[src/rtl/wav_header_parser_assert.svh]
// Assertion macros shared by the WAV header parser RTL.
// Expects i_clk and i_rst_n in the including module; no other dependencies.
`ifndef WAV_HEADER_PARSER_ASSERT_SVH
`define WAV_HEADER_PARSER_ASSERT_SVH

// Consequent must hold in the same cycle as the antecedent.
`define WAVHP_ASSERT_SAME(lbl, ante, cons, msg) \
    lbl: assert property (@(posedge i_clk) disable iff (!i_rst_n) \
        (ante) |-> (cons)) else $error(msg);

// Consequent must hold in the cycle after the antecedent.
`define WAVHP_ASSERT_NEXT(lbl, ante, cons, msg) \
    lbl: assert property (@(posedge i_clk) disable iff (!i_rst_n) \
        (ante) |=> (cons)) else $error(msg);

`endif

[src/rtl/wavhp_pkg.sv]
// Shared types, constants and helpers for the WAV header parser.
// No dependencies; used by every RTL file of the block.
package wavhp_pkg;

    // Header layout
    localparam int HDR_LEN     = 44;
    localparam int IDX_W       = 6;
    localparam int OFS_RIFF    = 0;
    localparam int OFS_WAVE    = 8;
    localparam int OFS_FORMAT  = 20;
    localparam int OFS_CHAN    = 22;
    localparam int OFS_RATE    = 24;
    localparam int OFS_BITS    = 34;
    localparam int OFS_SIZE    = 40;

    localparam logic [IDX_W-1:0] HDR_END  = IDX_W'(HDR_LEN);
    localparam logic [IDX_W-1:0] LAST_OFS = IDX_W'(HDR_LEN - 1);

    localparam logic [31:0] RIFF_TAG   = "RIFF";
    localparam logic [31:0] WAVE_TAG   = "WAVE";
    localparam logic [15:0] PCM_FORMAT = 16'h0001;

    // Duration math: size * 1000 needs 42 bits, one quotient bit per step
    localparam int SCALED_W  = 42;
    localparam int DIV_STEPS = SCALED_W;
    localparam int DIV_CNT_W = $clog2(DIV_STEPS);
    localparam logic [SCALED_W-1:0] MS_PER_S = SCALED_W'(1000);

    // Job queue between front and back
    localparam int QDEPTH = 2;
    localparam int QPTR_W = $clog2(QDEPTH);
    localparam int QCNT_W = $clog2(QDEPTH + 1);

    // Status codes
    localparam logic [1:0] ST_OK        = 2'd0;
    localparam logic [1:0] ST_TRUNC     = 2'd1;
    localparam logic [1:0] ST_BAD_MAGIC = 2'd2;
    localparam logic [1:0] ST_NOT_PCM   = 2'd3;

    typedef struct packed {
        logic [7:0] header_byte;
        logic       first_of_header;
        logic       stream_ended;
    } t_in_item;

    typedef struct packed {
        logic [1:0]  parse_status;
        logic [15:0] channel_count;
        logic [31:0] sample_hz;
        logic [15:0] sample_bits;
        logic [31:0] payload_bytes;
        logic [31:0] byte_rate;
        logic [31:0] duration_ms;
    } t_out_item;

    typedef struct packed {
        logic [1:0]  status;
        logic [15:0] channels;
        logic [31:0] rate;
        logic [15:0] bits;
        logic [31:0] size;
    } t_job;

    typedef struct packed {
        logic valid;
        t_job job;
    } t_qpush;

    typedef enum logic [2:0] {
        BK_IDLE,
        BK_MUL1,
        BK_MUL2,
        BK_DIV,
        BK_DONE
    } t_back_state;

    // Byte k (file order) of a four-character tag
    function automatic logic [7:0] tag_byte(input logic [31:0] tag, input logic [1:0] k);
        return tag[{~k, 3'b000} +: 8];
    endfunction

endpackage

[src/rtl/wavhp_queue.sv]
// Two-entry job queue between the parser front and the arithmetic back.
// Depends on wavhp_pkg and wav_header_parser_assert.svh.
`include "wav_header_parser_assert.svh"

module wavhp_queue (
    input  logic              i_clk,
    input  logic              i_rst_n,
    input  wavhp_pkg::t_qpush i_push,
    input  logic              i_pop,
    output wavhp_pkg::t_job   o_head,
    output logic              o_empty,
    output logic              o_full
);

    wavhp_pkg::t_job                 r_mem [wavhp_pkg::QDEPTH];
    logic [wavhp_pkg::QPTR_W-1:0]    r_wptr;
    logic [wavhp_pkg::QPTR_W-1:0]    r_rptr;
    logic [wavhp_pkg::QCNT_W-1:0]    r_cnt;
    logic [wavhp_pkg::QPTR_W-1:0]    n_wptr;
    logic [wavhp_pkg::QPTR_W-1:0]    n_rptr;
    logic [wavhp_pkg::QCNT_W-1:0]    n_cnt;

    localparam logic [wavhp_pkg::QPTR_W-1:0] PTR_LAST = wavhp_pkg::QPTR_W'(wavhp_pkg::QDEPTH - 1);
    localparam logic [wavhp_pkg::QCNT_W-1:0] CNT_FULL = wavhp_pkg::QCNT_W'(wavhp_pkg::QDEPTH);

    assign o_head  = r_mem[r_rptr];
    assign o_empty = (r_cnt == '0);
    assign o_full  = (r_cnt == CNT_FULL);

    always_comb begin
        n_wptr = r_wptr;
        n_rptr = r_rptr;
        n_cnt  = r_cnt;
        if (i_push.valid) begin
            n_wptr = (r_wptr == PTR_LAST) ? '0 : r_wptr + 1'b1;
        end
        if (i_pop) begin
            n_rptr = (r_rptr == PTR_LAST) ? '0 : r_rptr + 1'b1;
        end
        if (i_push.valid && !i_pop) begin
            n_cnt = r_cnt + 1'b1;
        end else if (!i_push.valid && i_pop) begin
            n_cnt = r_cnt - 1'b1;
        end
    end

    always_ff @(posedge i_clk) begin
        if (!i_rst_n) begin
            r_wptr <= '0;
            r_rptr <= '0;
            r_cnt  <= '0;
        end else begin
            r_wptr <= n_wptr;
            r_rptr <= n_rptr;
            r_cnt  <= n_cnt;
        end
    end

    always_ff @(posedge i_clk) begin
        if (i_push.valid) begin
            r_mem[r_wptr] <= i_push.job;
        end
    end

    `WAVHP_ASSERT_SAME(a_q_no_overflow, i_push.valid, r_cnt != CNT_FULL, "job pushed into full queue")
    `WAVHP_ASSERT_SAME(a_q_no_underflow, i_pop, r_cnt != '0, "job popped from empty queue")

endmodule

[src/rtl/wavhp_front.sv]
// Parser front: counts header bytes, checks magic, captures header words
// and queues one job per finished or truncated header. Depends on wavhp_pkg.
module wavhp_front (
    input  logic                 i_clk,
    input  logic                 i_rst_n,
    input  logic                 i_in_valid,
    input  wavhp_pkg::t_in_item  i_in_item,
    output logic                 o_in_stall,
    input  logic                 i_q_full,
    output wavhp_pkg::t_qpush    o_push
);

    logic [wavhp_pkg::IDX_W-1:0] r_idx;
    logic                        r_magic;
    logic [15:0]                 r_format;
    logic [15:0]                 r_chan;
    logic [31:0]                 r_rate;
    logic [15:0]                 r_bits;
    logic [31:0]                 r_size;

    logic [wavhp_pkg::IDX_W-1:0] n_idx;
    logic                        n_magic;
    logic [15:0]                 n_format;
    logic [15:0]                 n_chan;
    logic [31:0]                 n_rate;
    logic [15:0]                 n_bits;
    logic [31:0]                 n_size;

    logic                        w_accept;
    logic [wavhp_pkg::IDX_W-1:0] w_pos;
    logic [7:0]                  w_byte;

    // Only stall when there is no room for a job
    assign o_in_stall = i_q_full;
    assign w_accept   = i_in_valid && !o_in_stall;
    assign w_byte     = i_in_item.header_byte;
    assign w_pos      = i_in_item.first_of_header ? '0 : r_idx;

    always_comb begin
        n_idx    = r_idx;
        n_magic  = r_magic;
        n_format = r_format;
        n_chan   = r_chan;
        n_rate   = r_rate;
        n_bits   = r_bits;
        n_size   = r_size;
        o_push   = '0;
        if (w_accept) begin
            if (i_in_item.stream_ended) begin
                if (r_idx < wavhp_pkg::HDR_END) begin
                    n_idx              = wavhp_pkg::HDR_END;
                    o_push.valid       = 1'b1;
                    o_push.job.status  = wavhp_pkg::ST_TRUNC;
                end
            end else if (i_in_item.first_of_header || r_idx < wavhp_pkg::HDR_END) begin
                n_magic = i_in_item.first_of_header ? 1'b1 : r_magic;
                case (w_pos) inside
                    [wavhp_pkg::OFS_RIFF:wavhp_pkg::OFS_RIFF+3]: begin
                        if (w_byte != wavhp_pkg::tag_byte(wavhp_pkg::RIFF_TAG, w_pos[1:0])) begin
                            n_magic = 1'b0;
                        end
                    end
                    [wavhp_pkg::OFS_WAVE:wavhp_pkg::OFS_WAVE+3]: begin
                        if (w_byte != wavhp_pkg::tag_byte(wavhp_pkg::WAVE_TAG, w_pos[1:0])) begin
                            n_magic = 1'b0;
                        end
                    end
                    [wavhp_pkg::OFS_FORMAT:wavhp_pkg::OFS_FORMAT+1]: begin
                        n_format[{w_pos[0], 3'b000} +: 8] = w_byte;
                    end
                    [wavhp_pkg::OFS_CHAN:wavhp_pkg::OFS_CHAN+1]: begin
                        n_chan[{w_pos[0], 3'b000} +: 8] = w_byte;
                    end
                    [wavhp_pkg::OFS_RATE:wavhp_pkg::OFS_RATE+3]: begin
                        n_rate[{w_pos[1:0], 3'b000} +: 8] = w_byte;
                    end
                    [wavhp_pkg::OFS_BITS:wavhp_pkg::OFS_BITS+1]: begin
                        n_bits[{w_pos[0], 3'b000} +: 8] = w_byte;
                    end
                    [wavhp_pkg::OFS_SIZE:wavhp_pkg::OFS_SIZE+3]: begin
                        n_size[{w_pos[1:0], 3'b000} +: 8] = w_byte;
                    end
                    default: ;
                endcase
                n_idx = w_pos + 1'b1;
                if (w_pos == wavhp_pkg::LAST_OFS) begin
                    o_push.valid        = 1'b1;
                    o_push.job.channels = n_chan;
                    o_push.job.rate     = n_rate;
                    o_push.job.bits     = n_bits;
                    o_push.job.size     = n_size;
                    // bad magic outranks a non-PCM format
                    if (!n_magic) begin
                        o_push.job.status = wavhp_pkg::ST_BAD_MAGIC;
                    end else if (n_format != wavhp_pkg::PCM_FORMAT) begin
                        o_push.job.status = wavhp_pkg::ST_NOT_PCM;
                    end else begin
                        o_push.job.status = wavhp_pkg::ST_OK;
                    end
                end
            end
        end
    end

    always_ff @(posedge i_clk) begin
        if (!i_rst_n) begin
            r_idx    <= '0;
            r_magic  <= 1'b1;
            r_format <= '0;
            r_chan   <= '0;
            r_rate   <= '0;
            r_bits   <= '0;
            r_size   <= '0;
        end else begin
            r_idx    <= n_idx;
            r_magic  <= n_magic;
            r_format <= n_format;
            r_chan   <= n_chan;
            r_rate   <= n_rate;
            r_bits   <= n_bits;
            r_size   <= n_size;
        end
    end

endmodule

[src/rtl/wavhp_back.sv]
// Arithmetic back: byte rate by two registered multiplies, duration by a
// bit-serial restoring divider, result held in an output register.
// Depends on wavhp_pkg and wav_header_parser_assert.svh.
`include "wav_header_parser_assert.svh"

module wavhp_back (
    input  logic                 i_clk,
    input  logic                 i_rst_n,
    input  wavhp_pkg::t_job      i_head,
    input  logic                 i_q_empty,
    output logic                 o_pop,
    output logic                 o_out_valid,
    output wavhp_pkg::t_out_item o_out_item,
    input  logic                 i_out_stall
);

    wavhp_pkg::t_back_state          r_state;
    wavhp_pkg::t_back_state          n_state;
    wavhp_pkg::t_job                 r_job;
    logic [31:0]                     r_prod;
    logic [31:0]                     r_brate;
    logic [31:0]                     r_rem;
    logic [wavhp_pkg::SCALED_W-1:0]  r_quo;
    logic [wavhp_pkg::DIV_CNT_W-1:0] r_cnt;
    logic                            r_out_valid;
    wavhp_pkg::t_out_item            r_out;
    wavhp_pkg::t_out_item            n_out;

    logic                            w_load;
    logic [47:0]                     w_mul1;
    logic [44:0]                     w_mul2;
    logic [wavhp_pkg::SCALED_W-1:0]  w_scaled;
    logic [32:0]                     w_trial;
    logic                            w_ge;

    localparam logic [wavhp_pkg::DIV_CNT_W-1:0] CNT_LAST =
        wavhp_pkg::DIV_CNT_W'(wavhp_pkg::DIV_STEPS - 1);

    assign w_mul1   = r_job.rate * r_job.channels;
    assign w_mul2   = r_prod * r_job.bits[15:3];
    assign w_scaled = r_job.size * wavhp_pkg::MS_PER_S;
    assign w_trial  = {r_rem, r_quo[wavhp_pkg::SCALED_W-1]};
    assign w_ge     = (w_trial >= {1'b0, r_brate});

    always_comb begin
        n_state = r_state;
        o_pop   = 1'b0;
        w_load  = 1'b0;
        unique case (r_state)
            wavhp_pkg::BK_IDLE: begin
                if (!i_q_empty) begin
                    o_pop   = 1'b1;
                    n_state = (i_head.status == wavhp_pkg::ST_OK) ? wavhp_pkg::BK_MUL1
                                                                  : wavhp_pkg::BK_DONE;
                end
            end
            wavhp_pkg::BK_MUL1: n_state = wavhp_pkg::BK_MUL2;
            wavhp_pkg::BK_MUL2: n_state = wavhp_pkg::BK_DIV;
            wavhp_pkg::BK_DIV: begin
                if (r_brate == '0 || r_cnt == CNT_LAST) begin
                    n_state = wavhp_pkg::BK_DONE;
                end
            end
            wavhp_pkg::BK_DONE: begin
                if (!r_out_valid || !i_out_stall) begin
                    w_load  = 1'b1;
                    n_state = wavhp_pkg::BK_IDLE;
                end
            end
            default: n_state = wavhp_pkg::BK_IDLE;
        endcase
    end

    // Failed jobs report only the status; every other field stays zero
    always_comb begin
        n_out = '0;
        n_out.parse_status = r_job.status;
        if (r_job.status == wavhp_pkg::ST_OK) begin
            n_out.channel_count = r_job.channels;
            n_out.sample_hz     = r_job.rate;
            n_out.sample_bits   = r_job.bits;
            n_out.payload_bytes = r_job.size;
            n_out.byte_rate     = r_brate;
            n_out.duration_ms   = r_quo[31:0];
        end
    end

    always_ff @(posedge i_clk) begin
        if (!i_rst_n) begin
            r_state     <= wavhp_pkg::BK_IDLE;
            r_out_valid <= 1'b0;
        end else begin
            r_state <= n_state;
            if (w_load) begin
                r_out_valid <= 1'b1;
            end else if (!i_out_stall) begin
                r_out_valid <= 1'b0;
            end
        end
    end

    always_ff @(posedge i_clk) begin
        if (o_pop) begin
            r_job <= i_head;
            r_cnt <= '0;
        end
        case (r_state)
            wavhp_pkg::BK_MUL1: begin
                r_prod <= w_mul1[31:0];
                r_quo  <= w_scaled;
                r_rem  <= '0;
            end
            wavhp_pkg::BK_MUL2: begin
                r_brate <= w_mul2[31:0];
            end
            wavhp_pkg::BK_DIV: begin
                if (r_brate == '0) begin
                    r_quo <= '0;
                end else begin
                    r_rem <= w_ge ? 32'(w_trial - {1'b0, r_brate}) : w_trial[31:0];
                    r_quo <= {r_quo[wavhp_pkg::SCALED_W-2:0], w_ge};
                    r_cnt <= r_cnt + 1'b1;
                end
            end
            default: ;
        endcase
        if (w_load) begin
            r_out <= n_out;
        end
    end

    assign o_out_valid = r_out_valid;
    assign o_out_item  = r_out;

    `WAVHP_ASSERT_SAME(a_div_nonzero,
        (r_state == wavhp_pkg::BK_DIV) && (r_cnt != '0), r_brate != '0,
        "divide step with zero byte rate")
    `WAVHP_ASSERT_SAME(a_fail_zero,
        r_out_valid && (r_out.parse_status != wavhp_pkg::ST_OK),
        (r_out.byte_rate == '0) && (r_out.duration_ms == '0),
        "failed status with nonzero derived fields")
    `WAVHP_ASSERT_NEXT(a_pop_next, o_pop,
        (r_state == wavhp_pkg::BK_MUL1) || (r_state == wavhp_pkg::BK_DONE),
        "pop did not start a job")

endmodule

[src/rtl/wav_header_parser.sv]
// WAV header parser top: 44-byte RIFF/WAVE header in, one status item out.
// Throughput: one header byte per cycle while the queue has room; the back handles an ok
// header in order: pop, BK_MUL1, BK_MUL2, 42 one-bit divide steps, load, so back-to-back
// headers stall the input once the 2-entry queue fills.
// A zero byte rate ends the divide early; failed headers skip the arithmetic.
// Reset (sync, active low) clears counters, queue and output valid.
module wav_header_parser (
    input  logic                 i_clk,
    input  logic                 i_rst_n,
    // header byte items
    input  logic                 i_in_valid,
    input  wavhp_pkg::t_in_item  i_in_item,
    output logic                 o_in_stall,
    // result items
    output logic                 o_out_valid,
    output wavhp_pkg::t_out_item o_out_item,
    input  logic                 i_out_stall
);

    // front -> queue
    wavhp_pkg::t_qpush w_push;
    logic              w_q_full;
    // queue -> back
    wavhp_pkg::t_job   w_head;
    logic              w_q_empty;
    logic              w_pop;

    // Front: byte counting, magic check and field capture at full byte rate while the queue has room
    wavhp_front u_front (
        .i_clk      (i_clk),
        .i_rst_n    (i_rst_n),
        .i_in_valid (i_in_valid),
        .i_in_item  (i_in_item),
        .o_in_stall (o_in_stall),
        .i_q_full   (w_q_full),
        .o_push     (w_push)
    );

    // Decouples the byte stream from the slow back-end arithmetic
    wavhp_queue u_queue (
        .i_clk   (i_clk),
        .i_rst_n (i_rst_n),
        .i_push  (w_push),
        .i_pop   (w_pop),
        .o_head  (w_head),
        .o_empty (w_q_empty),
        .o_full  (w_q_full)
    );

    // Back: byte rate, duration and the output register
    wavhp_back u_back (
        .i_clk       (i_clk),
        .i_rst_n     (i_rst_n),
        .i_head      (w_head),
        .i_q_empty   (w_q_empty),
        .o_pop       (w_pop),
        .o_out_valid (o_out_valid),
        .o_out_item  (o_out_item),
        .i_out_stall (i_out_stall)
    );

endmodule
[config.mk]
export PLATFORM = sky130hd
export DESIGN_NAME = wav_header_parser
export DESIGN_NICKNAME = d
export VERILOG_FILES = /design/src/rtl/wavhp_pkg.sv /design/src/rtl/wavhp_queue.sv /design/src/rtl/wavhp_front.sv /design/src/rtl/wavhp_back.sv /design/src/rtl/wav_header_parser.sv
export VERILOG_INCLUDE_DIRS = /design/src /design/src/rtl
export SDC_FILE = /design/constraint.sdc
export NUM_CORES = 2
export LEC_CHECK = 0
export ABC_AREA = 1
export BUFFER_PORTS_ARGS = -buffer_cell sky130_fd_sc_hd__buf_2
export CORE_ASPECT_RATIO = 0.7
export CORE_MARGIN = 1
export CORE_UTILIZATION = 40
export DETAILED_ROUTE_END_ITERATION = 7
export GPL_TIMING_DRIVEN = 0
export PLACE_DENSITY = 0.57
export RECOVER_POWER = 100
export SLEW_MARGIN = 10
export SYNTH_ARGS = -nofsm -noshare
export SYNTH_HDL_FRONTEND = slang
export SYNTH_HIERARCHICAL = 1
export SYNTH_SLANG_ARGS = --single-unit
[constraint.sdc]
create_clock -name i_clk -period 16.5 [get_ports i_clk]
set_input_delay 1.65 -clock i_clk [delete_from_list [all_inputs] [get_ports i_clk]]
set_output_delay 1.65 -clock i_clk [all_outputs]
set_load 0.005 [all_outputs]
==> flow_summary_export.csv <==
group,metric,value,unit
global_routing,grt.overflow.total,0,
floorplanning,core,0.146,mm²
setup_path,cp_common_cell,"clkbuf_1",
detailed_routing,routed_wl,172000,µm
sta,slew_headroom,-146,%
synth,synthArstFlopShare,0,%
synth,ys.warnings.count,6,
clock_tree,cts_root_buf,"clkbuf_16",
floorplanning,die_y,324,µm
detailed_routing,avgViaCountPerCell,5.05,
floorplanning,die-area,0.149,mm²
sta,max_freq,119,MHz
setup_path,path_cells,"clkbuf_1 > clkinvlp_2 > nand2_1 > nor2_1 > inv_1 > nor2_1 > inv_1 > clkbuf_1 > a21oi_1 > nand2_1 > clkinvlp_2 > clkbuf_1",
detailed_routing,ant_nets,0,
sta,setup_viol,0,
sta,rsz0062_at_grt,"false",
finish,fin_nets,7831,
outcome,violations,"capacitance limit, slew limit",
setup_path,start_kind,"input port",
clock_tree,cts_tree,"built",
synth,synth_cells,6620,
worst_hold_path,min_path_type,"flip-flop to flip-flop",
detailed_routing,wire_per_inst,19.3,µm
global_routing,antenna_found_initial,6,
detailed_routing,first_pass_iters,7,
clock_tree,cts_buffers,79,
synth,ys_top_cells_by_area,"edfxtp_1 (30%), fa_1 (23%), nand2_1 (10%)",
global_routing,grt_pass1_wl,263000,µm
setup_path,required,16.70,ns
setup_path,cpPeakStageDelay,2.66,ns
sta,period_share,50.9,%
synth,synth_area_leader_cell,"edfxtp_1",
sta,final_hold_viol_count,0,
detailed_routing,post-route-drc-count,0,
synth,synth_nets,7555,
detailed_routing,num_vias,45100,
synth,synth_top_family_by_area,"adder cells",
sta,period_minus_slack,8.40,ns
synth,ys_seq_area_share,34.7,%
synth,netlist_area,0.0591,mm²
setup_path,crit_fanout,62,
synth,synth_top_area_share,30.2,%
sta,worstMarginPinSlew,3.69,ns
synth,synth-compound-area-share,6.15,%
synth,synth_xor_xnor_area_share,1.16,%
synth,yosysUniqueCellTypes,58,
floorplanning,rows,117,
global_routing,grt_start_max_net_pins,63,
flow_run,cap_violations,13,
floorplanning,start_util,40.5,%
outcome,status,"complete, but fails checks",
setup_path,cp-end-kind,"flip-flop",
sta,fin_skew,0.0600,ns
clock_tree,clk_latency,0.71,ns
setup_path,path_class,"input port to flip-flop",
sta,slew_violations,375,
finish,drive_above_1_share,4.37,%
sta,setup_tns,0,ns
global_routing,grt_pass1_vias,44400,
synth,ys_ff_latch,728,
clock_tree,cts_sinks,728,
place,dp_hpwl,139000,µm
clock_tree,cts_hold_buf,0,
synth,synth-edff-count,594,
setup_path,crit_slowest_cell,"clkbuf_1",
synth,synth_mux_area_share,1.99,%
setup_path,critPathArrivalTime,8.60,ns
synth,ys.flop_type,"edfxtp_1",
clock_tree,cts-resized-gates,0,
clock_tree,cts_max_level,3,
synth,yosys.area_share.simple,17.1,%
synth,postSynthAreaPerCell,8.93,µm²
floorplanning,io-pin-count,178,
clock_tree,cts_buffer_depth,3,
clock_tree,path_clk_slew,0.06,ns
finish,areaGrowthSynthToFinish,9.62,%
place,numPortBuffers,177,
synth,synth_adder_area_share,28.1,%
global_routing,track_usage,23.3,%
place,gp_congestion,0.958,
clock_tree,post_cts_buffers,0,
detailed_routing,dr.first_iter.drc_count,4188,
floorplanning,die_x,461,µm
area by class of cell:
cell class | instances | area [µm²]
Antenna cell | 2 | 5.00
Multi-Input combinational cell | 4242 | 32100
Buffer | 273 | 1090
Inverter | 1377 | 5170
Fill cell | 14500 | 81200
Sequential cell | 728 | 20500
Clock buffer | 96 | 2100
Clock inverter | 50 | 543
Tap cell | 1963 | 2460
Timing Repair Buffer | 195 | 790
worst max-delay path, delay by kind of cell:
family / cells / cell delay, ns
buf+inv: 7 / 5.15
compound gates: 1 / 0.56
simple gates: 4 / 1.12
state kept, by name (all words and copies together), names as in the netlist, 16 cells and up, named ones only:
| signal | cells |
|---|---|
| u_front/r_format | 16 |
| u_queue/r_mem | 196 |
| u_back/r_job | 96 |
| u_front/r_chan | 16 |
| u_back/r_prod | 32 |
| u_front/r_bits | 16 |
| u_back/r_brate | 32 |
| u_back/o_out_item | 162 |
| u_front/r_rate | 32 |
| u_front/r_size | 32 |
| u_back/r_rem | 32 |
| u_back/r_quo | 42 |
Yosys cell counts (all sizes together) (4+ instances only):
master	count
nor3	35
ha	241
nand3	177
dfxtp	134
nand3b	31
o211ai	86
xor2	59
o21bai	13
nand2	1612
a21oi	305
xnor2	19
nor2	565
inv	1375
or2	14
a31oi	7
edfxtp	594
nand4	43
clkbuf	205
a21boi	8
o21ai	194
and2	4
buf	68
o22ai	10
nor4	13
fa	680
mux2	98
o21a	5
a21o	8
layer usage:
metal  wire (µm)  vias to the layer above  GRT usage [%]
met2       70700                     1580           33.2
met4        3840                        0           5.68
li1            -                    21000              -
met1       82400                    22300           35.4
met3       15200                      174           5.30
met5           0                        -              0
worst paths after layout:
check,from,to,slack [ns],cells after the start
max,i_in_item[1],u_queue/r_mem[1][75]$_DFFE_PP_,8.10,12
min,u_front/r_size[27]$_SDFFE_PN0P_,u_front/r_size[27]$_SDFFE_PN0P_,0.46,2
max reg2reg,u_back/r_job[88]$_DFFE_PP_,u_back/r_prod[31]$_DFFE_PP_,8.96,25
min reg2reg,u_front/r_size[27]$_SDFFE_PN0P_,u_front/r_size[27]$_SDFFE_PN0P_,0.46,2
metrics by stage:
stage / instances / hold slack, ns / setup WS [ns] / util [%] / cell area [µm²]
after CTS: 8924 / 0.464 / 8.98 / 44.9 / 65500
final: 8926 / 0.462 / 8.10 / 44.4 / 64800
after global placement: 8760 / 0.448 / 1.66 / 42.8 / 62400
after detailed placement: 8778 / 0.455 / 9.00 / 43.1 / 62900
after floorplan: 6620 / 0.417 / 6.31 / - / 59100
after global routing: 8925 / 0.479 / 7.50 / 44.4 / 64800
cells by family after synthesis:
family / Yosys count
multiplexers: 98
AND/OR/NAND/NOR: 2496
AO/OA/AOI/OAI: 649
flip-flops: 728
buffers and inverters: 1650
adder cells (fa/ha/maj): 921
XOR/XNOR: 78
layout by cell type (no fill, tap or decap), types with 5 or more instances in the layout:
cell type	synthesis	routed
nand2_1	1598	1602
inv_1	1367	1367
fa_1	680	680
edfxtp_1	594	594
nor2_1	560	561
clkbuf_1	205	396
a21oi_1	302	302
ha_1	241	241
o21ai_0	178	189
nand3_1	169	171
dfxtp_1	134	134
o211ai_1	86	86
clkbuf_16	0	80
mux2_2	78	64
buf_2	39	63
xor2_1	59	59
nand4_1	43	43
nor3_1	33	34
mux2_1	0	32
nand3b_1	31	31
xnor2_1	19	19
clkinv_2	1	15
clkinv_1	1	14
buf_1	13	14
or2_2	13	13
o21bai_1	13	13
nor4_1	13	13
o22ai_1	10	10
a21o_1	8	8
a31oi_1	7	7
bufinv_16	0	6
a21boi_0	6	6
nand3_2	6	6
o21a_1	5	5
nand2_2	7	5
buf_6	12	5
Power is not shown: default switching activity piles up to over one toggle a cycle in this logic, so the estimate is an artifact.
